[config.mk]
export PLATFORM = sky130hd
export DESIGN_NAME = median_pressure_two_phase_sequencer_unit
export DESIGN_NICKNAME = d
export VERILOG_FILES = /design/src/rtl/core/mpts_pkg.sv /design/src/rtl/core/mpts_rank.sv /design/src/rtl/core/median_pressure_two_phase_sequencer_unit.sv
export SDC_FILE = /design/constraint.sdc
export NUM_CORES = 1
export LEC_CHECK = 0
export ABC_AREA = 1
export BUFFER_PORTS_ARGS = -buffer_cell sky130_fd_sc_hd__buf_2
export CORE_ASPECT_RATIO = 0.8
export CORE_MARGIN = 2
export CORE_UTILIZATION = 30
export CTS_BUF_LIST = sky130_fd_sc_hd__clkbuf_16
export DETAILED_ROUTE_END_ITERATION = 10
export GPL_TIMING_DRIVEN = 1
export PLACE_DENSITY = 0.52
export SYNTH_ARGS = -nofsm -noshare
export SYNTH_HDL_FRONTEND = slang
export SYNTH_SLANG_ARGS = --single-unit
export TNS_END_PERCENT = 50
[constraint.sdc]
create_clock -name clk -period 11.6 [get_ports clk]
set_input_delay 1.74 -clock clk [delete_from_list [all_inputs] [get_ports clk]]
set_output_delay 1.74 -clock clk [all_outputs]
set_load 0.01 [all_outputs]
[src/rtl/core/mpts_pkg.sv]
// ----------------------------------------------------------------------------
// mpts_pkg
// Shared types and constants of the two-phase pressure sequencer: phase
// codes, register indexes, register reset values and port widths.
// ----------------------------------------------------------------------------
`default_nettype none

package mpts_pkg;

	// Sequencer phase. Code 3 is never produced.
	typedef enum logic [1:0] {
		PH_FIRST  = 2'd0,
		PH_SECOND = 2'd1,
		PH_STOP   = 2'd2
	} phase_t;

	// Configuration port geometry. Register i lies at byte address 4*i.
	localparam int unsigned APB_ADDR_BITS = 5;
	localparam int unsigned APB_DATA_BITS = 32;
	localparam int unsigned REG_IDX_BITS  = 3;

	typedef logic [REG_IDX_BITS-1:0] reg_idx_t;

	localparam reg_idx_t REG_PRESSURE_LIMIT = 3'd0;
	localparam reg_idx_t REG_LENGTH_ZERO    = 3'd1;
	localparam reg_idx_t REG_LENGTH_LIMIT   = 3'd2;
	localparam reg_idx_t REG_DRIVE_FIRST    = 3'd3;
	localparam reg_idx_t REG_DRIVE_SECOND   = 3'd4;

	localparam logic [15:0] RST_PRESSURE_LIMIT = 16'd8737;
	localparam logic [15:0] RST_LENGTH_ZERO    = 16'd993;
	localparam logic [15:0] RST_LENGTH_LIMIT   = 16'd243;
	localparam logic [15:0] RST_DRIVE_FIRST    = 16'hFF9C;
	localparam logic [15:0] RST_DRIVE_SECOND   = 16'd100;

	// Stream payload widths, padded to whole bytes.
	localparam int unsigned IN_DATA_BITS  = 48;
	localparam int unsigned OUT_DATA_BITS = 56;

endpackage : mpts_pkg

`default_nettype wire

[src/rtl/core/mpts_rank.sv]
// ----------------------------------------------------------------------------
// mpts_rank
// Rank test of one candidate against every window entry: reports whether
// the candidate holds the median rank (WINDOW_DEPTH/2, counted from zero).
// ----------------------------------------------------------------------------
`default_nettype none

module mpts_rank #(
	parameter int unsigned WINDOW_DEPTH = 10,
	parameter int unsigned SAMPLE_BITS  = 16
) (
	input  wire logic [SAMPLE_BITS-1:0] entries [WINDOW_DEPTH],
	input  wire logic [SAMPLE_BITS-1:0] cand,
	output logic                        hit
);

	localparam int unsigned CNT_BITS = $clog2(WINDOW_DEPTH + 1);
	localparam logic [CNT_BITS-1:0] MED_RANK = CNT_BITS'(WINDOW_DEPTH / 2);

	logic [CNT_BITS-1:0] less_cnt;
	logic [CNT_BITS-1:0] equal_cnt;

	always_comb begin
		less_cnt  = '0;
		equal_cnt = '0;
		for (int j = 0; j < WINDOW_DEPTH; j++) begin
			if (entries[j] < cand) begin
				less_cnt = less_cnt + CNT_BITS'(1);
			end else if (entries[j] == cand) begin
				equal_cnt = equal_cnt + CNT_BITS'(1);
			end
		end
	end

	// The candidate covers ranks less_cnt .. less_cnt+equal_cnt-1.
	assign hit = (less_cnt <= MED_RANK) && (MED_RANK < (less_cnt + equal_cnt));

endmodule : mpts_rank

`default_nettype wire

[src/rtl/core/median_pressure_two_phase_sequencer_unit.sv]
// ----------------------------------------------------------------------------
// median_pressure_two_phase_sequencer_unit
// Two-phase actuator sequencer with a sliding-window median pressure filter
// and an APB register block for limits and drive words.
// ----------------------------------------------------------------------------
//
// Channel   Direction  Signals                              Content
// s_*       in         s_tvalid s_tready s_tdata s_tuser    one poll item
// m_*       out        m_tvalid m_tready m_tdata            one result item
// apb       in/out     psel penable pwrite paddr pwdata ... register access
//
// An item holds the sequencer from its transfer on s_* until its result is
// loaded into the output register. In ST_SEARCH the rank test of one
// candidate per cycle tries candidates in window order until one holds the
// median rank; ST_OUT then loads the result. Aborted items and items in the
// stopped phase skip ST_SEARCH and go from ST_IDLE straight to ST_OUT.
// s_tready is high only while the sequencer is idle; a result waiting in the
// output register holds the sequencer in its final state until m_tready
// takes it. Reset clears the window, the write slot and the phase and loads
// the register defaults.
//
`default_nettype none

module median_pressure_two_phase_sequencer_unit #(
	parameter int unsigned WINDOW_DEPTH = 10,
	parameter int unsigned SAMPLE_BITS  = 16
) (
	input  wire logic                                 clk,
	input  wire logic                                 arst_n,
	// Poll item stream.
	input  wire logic                                 s_tvalid,
	output logic                                      s_tready,
	// [15:0] pressure_a, [31:16] pressure_b, [47:32] length_count
	input  wire logic [mpts_pkg::IN_DATA_BITS-1:0]    s_tdata,
	// [0] abort
	input  wire logic                                 s_tuser,
	// Result stream.
	output logic                                      m_tvalid,
	input  wire logic                                 m_tready,
	// [15:0] drive_a, [31:16] drive_b, [47:32] median_value, [49:48] phase,
	// [55:50] zero
	output logic [mpts_pkg::OUT_DATA_BITS-1:0]        m_tdata,
	// Register port.
	input  wire logic                                 psel,
	input  wire logic                                 penable,
	input  wire logic                                 pwrite,
	input  wire logic [mpts_pkg::APB_ADDR_BITS-1:0]   paddr,
	input  wire logic [mpts_pkg::APB_DATA_BITS-1:0]   pwdata,
	output logic [mpts_pkg::APB_DATA_BITS-1:0]        prdata,
	output logic                                      pready
);

	import mpts_pkg::*;

	localparam int unsigned IDX_BITS = $clog2(WINDOW_DEPTH);
	localparam int unsigned CMP_BITS = (SAMPLE_BITS > 16) ? SAMPLE_BITS : 16;
	localparam logic [IDX_BITS-1:0] LAST_SLOT = IDX_BITS'(WINDOW_DEPTH - 1);

	typedef enum logic [1:0] {
		ST_IDLE,
		ST_SEARCH,
		ST_OUT
	} state_t;

	// ------------------------------------------------------------------
	// Configuration registers. pready is tied high, so a write lands at
	// the access cycle of the transfer.
	// ------------------------------------------------------------------
	logic [15:0] pressure_limit_q;
	logic [15:0] length_zero_q;
	logic [15:0] length_limit_q;
	logic [15:0] drive_first_q;
	logic [15:0] drive_second_q;

	reg_idx_t reg_idx;
	logic     reg_wr;

	assign pready  = 1'b1;
	assign reg_idx = paddr[APB_ADDR_BITS-1:2];
	assign reg_wr  = psel && penable && pwrite && pready;

	always_ff @(posedge clk or negedge arst_n) begin
		if (!arst_n) begin
			pressure_limit_q <= RST_PRESSURE_LIMIT;
			length_zero_q    <= RST_LENGTH_ZERO;
			length_limit_q   <= RST_LENGTH_LIMIT;
			drive_first_q    <= RST_DRIVE_FIRST;
			drive_second_q   <= RST_DRIVE_SECOND;
		end else if (reg_wr) begin
			unique case (reg_idx)
				REG_PRESSURE_LIMIT: pressure_limit_q <= pwdata[15:0];
				REG_LENGTH_ZERO:    length_zero_q    <= pwdata[15:0];
				REG_LENGTH_LIMIT:   length_limit_q   <= pwdata[15:0];
				REG_DRIVE_FIRST:    drive_first_q    <= pwdata[15:0];
				REG_DRIVE_SECOND:   drive_second_q   <= pwdata[15:0];
				default: ;
			endcase
		end
	end

	always_comb begin
		unique case (reg_idx)
			REG_PRESSURE_LIMIT: prdata = {16'd0, pressure_limit_q};
			REG_LENGTH_ZERO:    prdata = {16'd0, length_zero_q};
			REG_LENGTH_LIMIT:   prdata = {16'd0, length_limit_q};
			REG_DRIVE_FIRST:    prdata = {16'd0, drive_first_q};
			REG_DRIVE_SECOND:   prdata = {16'd0, drive_second_q};
			default:            prdata = '0;
		endcase
	end

	// ------------------------------------------------------------------
	// Sequencer state.
	// ------------------------------------------------------------------
	state_t                  state_q;
	phase_t                  phase_q;
	logic [SAMPLE_BITS-1:0]  window_q [WINDOW_DEPTH];
	logic [IDX_BITS-1:0]     write_slot_q;
	logic [IDX_BITS-1:0]     cand_idx_q;
	logic [15:0]             length_q;

	// Result waiting for the output register.
	logic [15:0]             pend_da_q;
	logic [15:0]             pend_db_q;
	logic [15:0]             pend_med_q;
	phase_t                  pend_phase_q;

	logic                    m_tvalid_q;
	logic [OUT_DATA_BITS-1:0] m_tdata_q;

	// Incoming sample of the active phase, cut or widened to SAMPLE_BITS.
	logic [CMP_BITS-1:0]     sample_wide;
	logic [SAMPLE_BITS-1:0]  sample;
	logic                    in_xfer;

	assign sample_wide = (phase_q == PH_SECOND) ? CMP_BITS'(s_tdata[31:16])
	                                            : CMP_BITS'(s_tdata[15:0]);
	assign sample      = sample_wide[SAMPLE_BITS-1:0];
	assign s_tready    = (state_q == ST_IDLE);
	assign in_xfer     = s_tvalid && s_tready;

	// Candidate under test and the shared rank unit.
	logic [SAMPLE_BITS-1:0]  cand;
	logic                    cand_hit;

	assign cand = window_q[cand_idx_q];

	mpts_rank #(
		.WINDOW_DEPTH(WINDOW_DEPTH),
		.SAMPLE_BITS (SAMPLE_BITS)
	) u_rank (
		.entries(window_q),
		.cand   (cand),
		.hit    (cand_hit)
	);

	// Decision terms for the candidate that wins the rank test.
	logic [CMP_BITS-1:0]     med_wide;
	logic                    med_over;
	logic signed [16:0]      extension;
	logic                    ext_over;

	assign med_wide  = CMP_BITS'(cand);
	assign med_over  = med_wide > CMP_BITS'(pressure_limit_q);
	// The difference of two unsigned 16-bit counts fits a 17-bit signed word.
	assign extension = $signed({1'b0, length_q}) - $signed({1'b0, length_zero_q});
	assign ext_over  = extension > $signed({1'b0, length_limit_q});

	logic                    out_free;
	assign out_free = !m_tvalid_q || m_tready;

	always_ff @(posedge clk or negedge arst_n) begin
		if (!arst_n) begin
			state_q      <= ST_IDLE;
			phase_q      <= PH_FIRST;
			write_slot_q <= '0;
			cand_idx_q   <= '0;
			length_q     <= '0;
			pend_da_q    <= '0;
			pend_db_q    <= '0;
			pend_med_q   <= '0;
			pend_phase_q <= PH_FIRST;
			m_tvalid_q   <= 1'b0;
			m_tdata_q    <= '0;
			for (int i = 0; i < WINDOW_DEPTH; i++) begin
				window_q[i] <= '0;
			end
		end else begin
			// In ST_OUT the output register is reloaded whenever it is taken.
			if (m_tvalid_q && m_tready && state_q != ST_OUT) begin
				m_tvalid_q <= 1'b0;
			end

			unique case (state_q)
				ST_IDLE: begin
					if (in_xfer) begin
						length_q <= s_tdata[47:32];
						if (s_tuser || (phase_q != PH_FIRST && phase_q != PH_SECOND)) begin
							// Abort, or already stopped: no sample enters the window.
							phase_q      <= PH_STOP;
							pend_da_q    <= '0;
							pend_db_q    <= '0;
							pend_med_q   <= '0;
							pend_phase_q <= PH_STOP;
							state_q      <= ST_OUT;
						end else begin
							window_q[write_slot_q] <= sample;
							write_slot_q <= (write_slot_q == LAST_SLOT) ? '0
							                : write_slot_q + IDX_BITS'(1);
							cand_idx_q   <= '0;
							state_q      <= ST_SEARCH;
						end
					end
				end

				ST_SEARCH: begin
					if (!cand_hit) begin
						// Some entry always holds the median rank, so the index
						// never runs past the last slot.
						cand_idx_q <= cand_idx_q + IDX_BITS'(1);
					end else begin
						pend_med_q <= med_wide[15:0];
						state_q    <= ST_OUT;
						if (phase_q == PH_FIRST) begin
							if (med_over) begin
								// Second phase starts on an empty window.
								for (int i = 0; i < WINDOW_DEPTH; i++) begin
									window_q[i] <= '0;
								end
								write_slot_q <= '0;
								phase_q      <= PH_SECOND;
								pend_phase_q <= PH_SECOND;
								pend_da_q    <= '0;
								pend_db_q    <= drive_second_q;
							end else begin
								pend_phase_q <= PH_FIRST;
								pend_da_q    <= drive_first_q;
								pend_db_q    <= '0;
							end
						end else begin
							pend_da_q <= '0;
							if (med_over || ext_over) begin
								phase_q      <= PH_STOP;
								pend_phase_q <= PH_STOP;
								pend_db_q    <= '0;
							end else begin
								pend_phase_q <= PH_SECOND;
								pend_db_q    <= drive_second_q;
							end
						end
					end
				end

				ST_OUT: begin
					if (out_free) begin
						m_tvalid_q <= 1'b1;
						m_tdata_q  <= {6'd0, pend_phase_q, pend_med_q, pend_db_q, pend_da_q};
						state_q    <= ST_IDLE;
					end
				end

				default: begin
					state_q <= ST_IDLE;
				end
			endcase
		end
	end

	assign m_tvalid = m_tvalid_q;
	assign m_tdata  = m_tdata_q;

endmodule : median_pressure_two_phase_sequencer_unit

`default_nettype wire

==> impl_metrics.env <==
export IMPL_status="finished clean"
export IMPL_clk_pin_slew_ps=60
export IMPL_critPathSlowestCell="nand4_2"
export IMPL_nets=3452
export IMPL_antenna_found_initial=5
export IMPL_whs_ps=469
export IMPL_async_flop_share_pct=100
export IMPL_synth_distinct_cells=59
export IMPL_crit_path_start_kind="flop"
export IMPL_critPathMaxStageDelay_ps=660
export IMPL_cts_tree="built"
export IMPL_drt_first_iter_violations=1807
export IMPL_num_antenna_cells=0
export IMPL_clock_latency_ps=580
export IMPL_cts_root_buf="clkbuf_16"
export IMPL_setup_viol=0
export IMPL_post_route_drc_count=0
export IMPL_cpLargestDelayFamily="simple AND/OR/NAND/NOR gates"
export IMPL_place_ws_ps=1110
export IMPL_synth_edff_count=0
export IMPL_max_freq_mhz=94.8
export IMPL_synth_area_per_cell_um2=7.85
export IMPL_cts_made_buffers=40
export IMPL_reg2regPathDepth=56
export IMPL_rsz0062_at_grt="no"
export IMPL_min_period_ps=10540
export IMPL_initial_core_util_pct=30.2
export IMPL_cp_end_kind="flop"
export IMPL_hold_path_depth=2
export IMPL_crit_required_ps=12040
export IMPL_crit_fanout=47
export IMPL_ff2ff_setup_slack_ps=1060
export IMPL_synth_top_flop_cell="dfrtp_1"
export IMPL_drt_pass1_iterations=5
export IMPL_slew_headroom_pct=18.4
export IMPL_postCtsSetupRepairBufs=0
export IMPL_ctsResizeCount=0
export IMPL_maxCapViolCount=0
export IMPL_place_congestion=0.859
export IMPL_die_w_um=318
export IMPL_vias=20500
export IMPL_hold_viol=0
export IMPL_dpl_cell_area_um2=25500
export IMPL_design_area_um2=26800
export IMPL_finalSetupTns_ps=0
export IMPL_cp_num_buf_inv=10
export IMPL_p_leak_uw=0.0143
export IMPL_dp_hpwl_um=56200
export IMPL_avgRoutedWirePerCell_um=18.0
export IMPL_hp_class="flop to flop"
export IMPL_grt_overflow=0
export IMPL_min_from="window_q[112]$_DFFE_PN0P_"
export IMPL_grt_max_degree=104
export IMPL_area_growth_pct=13.0
export IMPL_hold_buffers=0
export IMPL_rows=92
export IMPL_die_area_um2=81300
export IMPL_cts_htree_levels=2
export IMPL_timing_rr_end="window_q[33]$_DFFE_PN0P_"
export IMPL_finalCritPeriodShare_pct=90.9
export IMPL_finalPower_uw=3660
export IMPL_ys_seq_elements=369
export IMPL_worstMarginPinSlew_ps=1220
export IMPL_reg2reg_from="cand_idx_q[0]$_DFFE_PN0P_"
export IMPL_ys_seq_area_share_pct=39.1
export IMPL_io_buffers=142
export IMPL_layout_drive_gt1_share_pct=13.3
export IMPL_clock_sinks=369
export IMPL_fin_skew_ps=28.4
export IMPL_grt_pass1_wl_um=116000
export IMPL_fin_ws_ps=1060
export IMPL_routed_via_density=4.88
export IMPL_ir_drop_mv=0.0982
export IMPL_ios=184
export IMPL_track_usage_pct=18.3
export IMPL_grt_pass1_vias=19100
export IMPL_slew_viol_final=0
export IMPL_arrival_ps=10990
export IMPL_syn_area_um2=23700
export IMPL_powerDensity_nw_per_um2=137
export IMPL_hold_end="window_q[112]$_DFFE_PN0P_"
export IMPL_yosysWarnings=0
export IMPL_clockBufferDepth=3
export IMPL_path_class="flop to flop"
export IMPL_cpMostUsedCell="nand2_1"
export IMPL_dieHeight_um=255
export IMPL_finalWirelength_um=75500
export IMPL_syn_inst=3019
export IMPL_core_area_um2=78500
export IMPL_ant_nets=0
## state kept, by name, indices dropped and copies added (netlist names), 4 cells and up
name	cells
m_tdata	50
pend_da_q	16
drive_second_q	16
cand_idx_q	4
drive_first_q	16
length_q	16
window_q	160
pend_med_q	16
pressure_limit_q	16
length_limit_q	16
length_zero_q	16
pend_db_q	16
write_slot_q	4
## area by class of cell
| type | count | area [µm²] |
|---|---|---|
| Clock inverter | 30 | 277 |
| Timing Repair Buffer | 170 | 968 |
| Clock buffer | 42 | 1050 |
| Fill cell | 8342 | 51700 |
| Sequential cell | 369 | 9270 |
| Tap cell | 1034 | 1290 |
| Inverter | 267 | 1000 |
| Multi-Input combinational cell | 2281 | 12900 |
## placed cells by master (no fill, tap or decap), types with 13 or more instances in the layout
| cell | Yosys | final |
|---|---|---|
| a21oi_1 | 106 | 106 |
| a221oi_1 | 16 | 16 |
| buf_2 | 22 | 141 |
| buf_4 | 24 | 25 |
| clkbuf_16 | 0 | 42 |
| conb_1 | 2 | 23 |
| dfrtp_1 | 338 | 337 |
| dfstp_2 | 31 | 31 |
| ha_1 | 228 | 228 |
| inv_1 | 247 | 255 |
| inv_2 | 15 | 16 |
| mux2_2 | 81 | 81 |
| nand2_1 | 1060 | 1059 |
| nand3_1 | 109 | 109 |
| nand4_1 | 25 | 25 |
| nor2_1 | 134 | 128 |
| o211ai_1 | 13 | 13 |
| o21ai_0 | 239 | 239 |
| o21ai_1 | 60 | 60 |
| o221ai_1 | 25 | 25 |
| xor2_1 | 15 | 15 |
## synth_stat cells, types with 13 or more instances
cell type  instances  area share (%)
a221oi_1          16            0.59
nor2_1           134             2.1
xor2_1            15            0.55
o21ai_0          239             5.0
buf_2             22            0.46
o21ai_1           60             1.3
nand3_1          109             2.3
inv_2             15            0.24
mux2_2            81             3.8
nand4_1           25            0.66
a21oi_1          106             2.2
clkbuf_1          62            0.98
o211ai_1          13            0.41
ha_1             228              12
buf_4             24            0.76
nand2_1         1060              17
inv_1            247             3.9
o221ai_1          25            0.92
nor3_1            16            0.34
dfstp_2           31             3.4
dfrtp_1          338              36
## worst max path at each step
stage                                          from                         to  slack [ps]  cells after the start
after floorplan           cand_idx_q[3]$_DFFE_PN0P_  window_q[102]$_DFFE_PN0P_        3360                     63
after global placement    cand_idx_q[0]$_DFFE_PN0P_  pend_da_q[14]$_DFFE_PN0P_        1150                     57
after detailed placement  cand_idx_q[0]$_DFFE_PN0P_  pend_da_q[14]$_DFFE_PN0P_        1110                     57
after CTS                 cand_idx_q[0]$_DFFE_PN0P_   pend_da_q[0]$_DFFE_PN0P_        1090                     57
after global routing      cand_idx_q[0]$_DFFE_PN0P_   window_q[38]$_DFFE_PN0P_          70                     56
final                     cand_idx_q[0]$_DFFE_PN0P_   window_q[33]$_DFFE_PN0P_        1060                     56
## stage by stage
| step | utilization [%] | cells |
|---|---|---|
| 5_1_grt | 34.1 | 4193 |
| 3_5_place_dp | 32.4 | 4121 |
| 3_3_place_gp | 32.4 | 4121 |
| 6_report | 34.1 | 4193 |
| 4_1_cts | 34.1 | 4193 |
| 2_1_floorplan | - | 3040 |
## worst register-to-register path, delay by kind of cell, from the launching register on
kind | cells | cell delay [ps]
flip-flops | 1 | 430
buffers and inverters | 10 | 1440
AO/OA/AOI/OAI | 4 | 850
adder cells (fa/ha/maj) | 9 | 2730
AND/OR/NAND/NOR | 33 | 4970
## power by group
part	total, µW	internal, µW	switching, µW
sequential	1450	1390	60.0
clock	1340	767	574
combinational	874	317	558
## metal layers
layer | global-route usage, % | share of wire, % | up-vias
met5 | 0 | 0.017 | -
met4 | 3.55 | 1.5 | 2
met3 | 3.77 | 7.1 | 77
met2 | 24.6 | 39 | 505
met1 | 29.3 | 52 | 9733
li1 | - | - | 10200
## kinds of logic (layout without fill, tap and decap cells)
group	after synthesis	in the layout	share of synthesized area (%)
AOI/OAI and AO/OA	506	506	12.0
and+or+nand+nor	1417	1417	25.0
muxes	81	81	3.85
buffers and inverters	390	509	6.93
xor gates and xnor gates	24	24	0.886
other	2	23	0.0317
DFF	369	369	39.1
adders and majority gates	230	230	12.2
(Power assumes the default switching activity.)
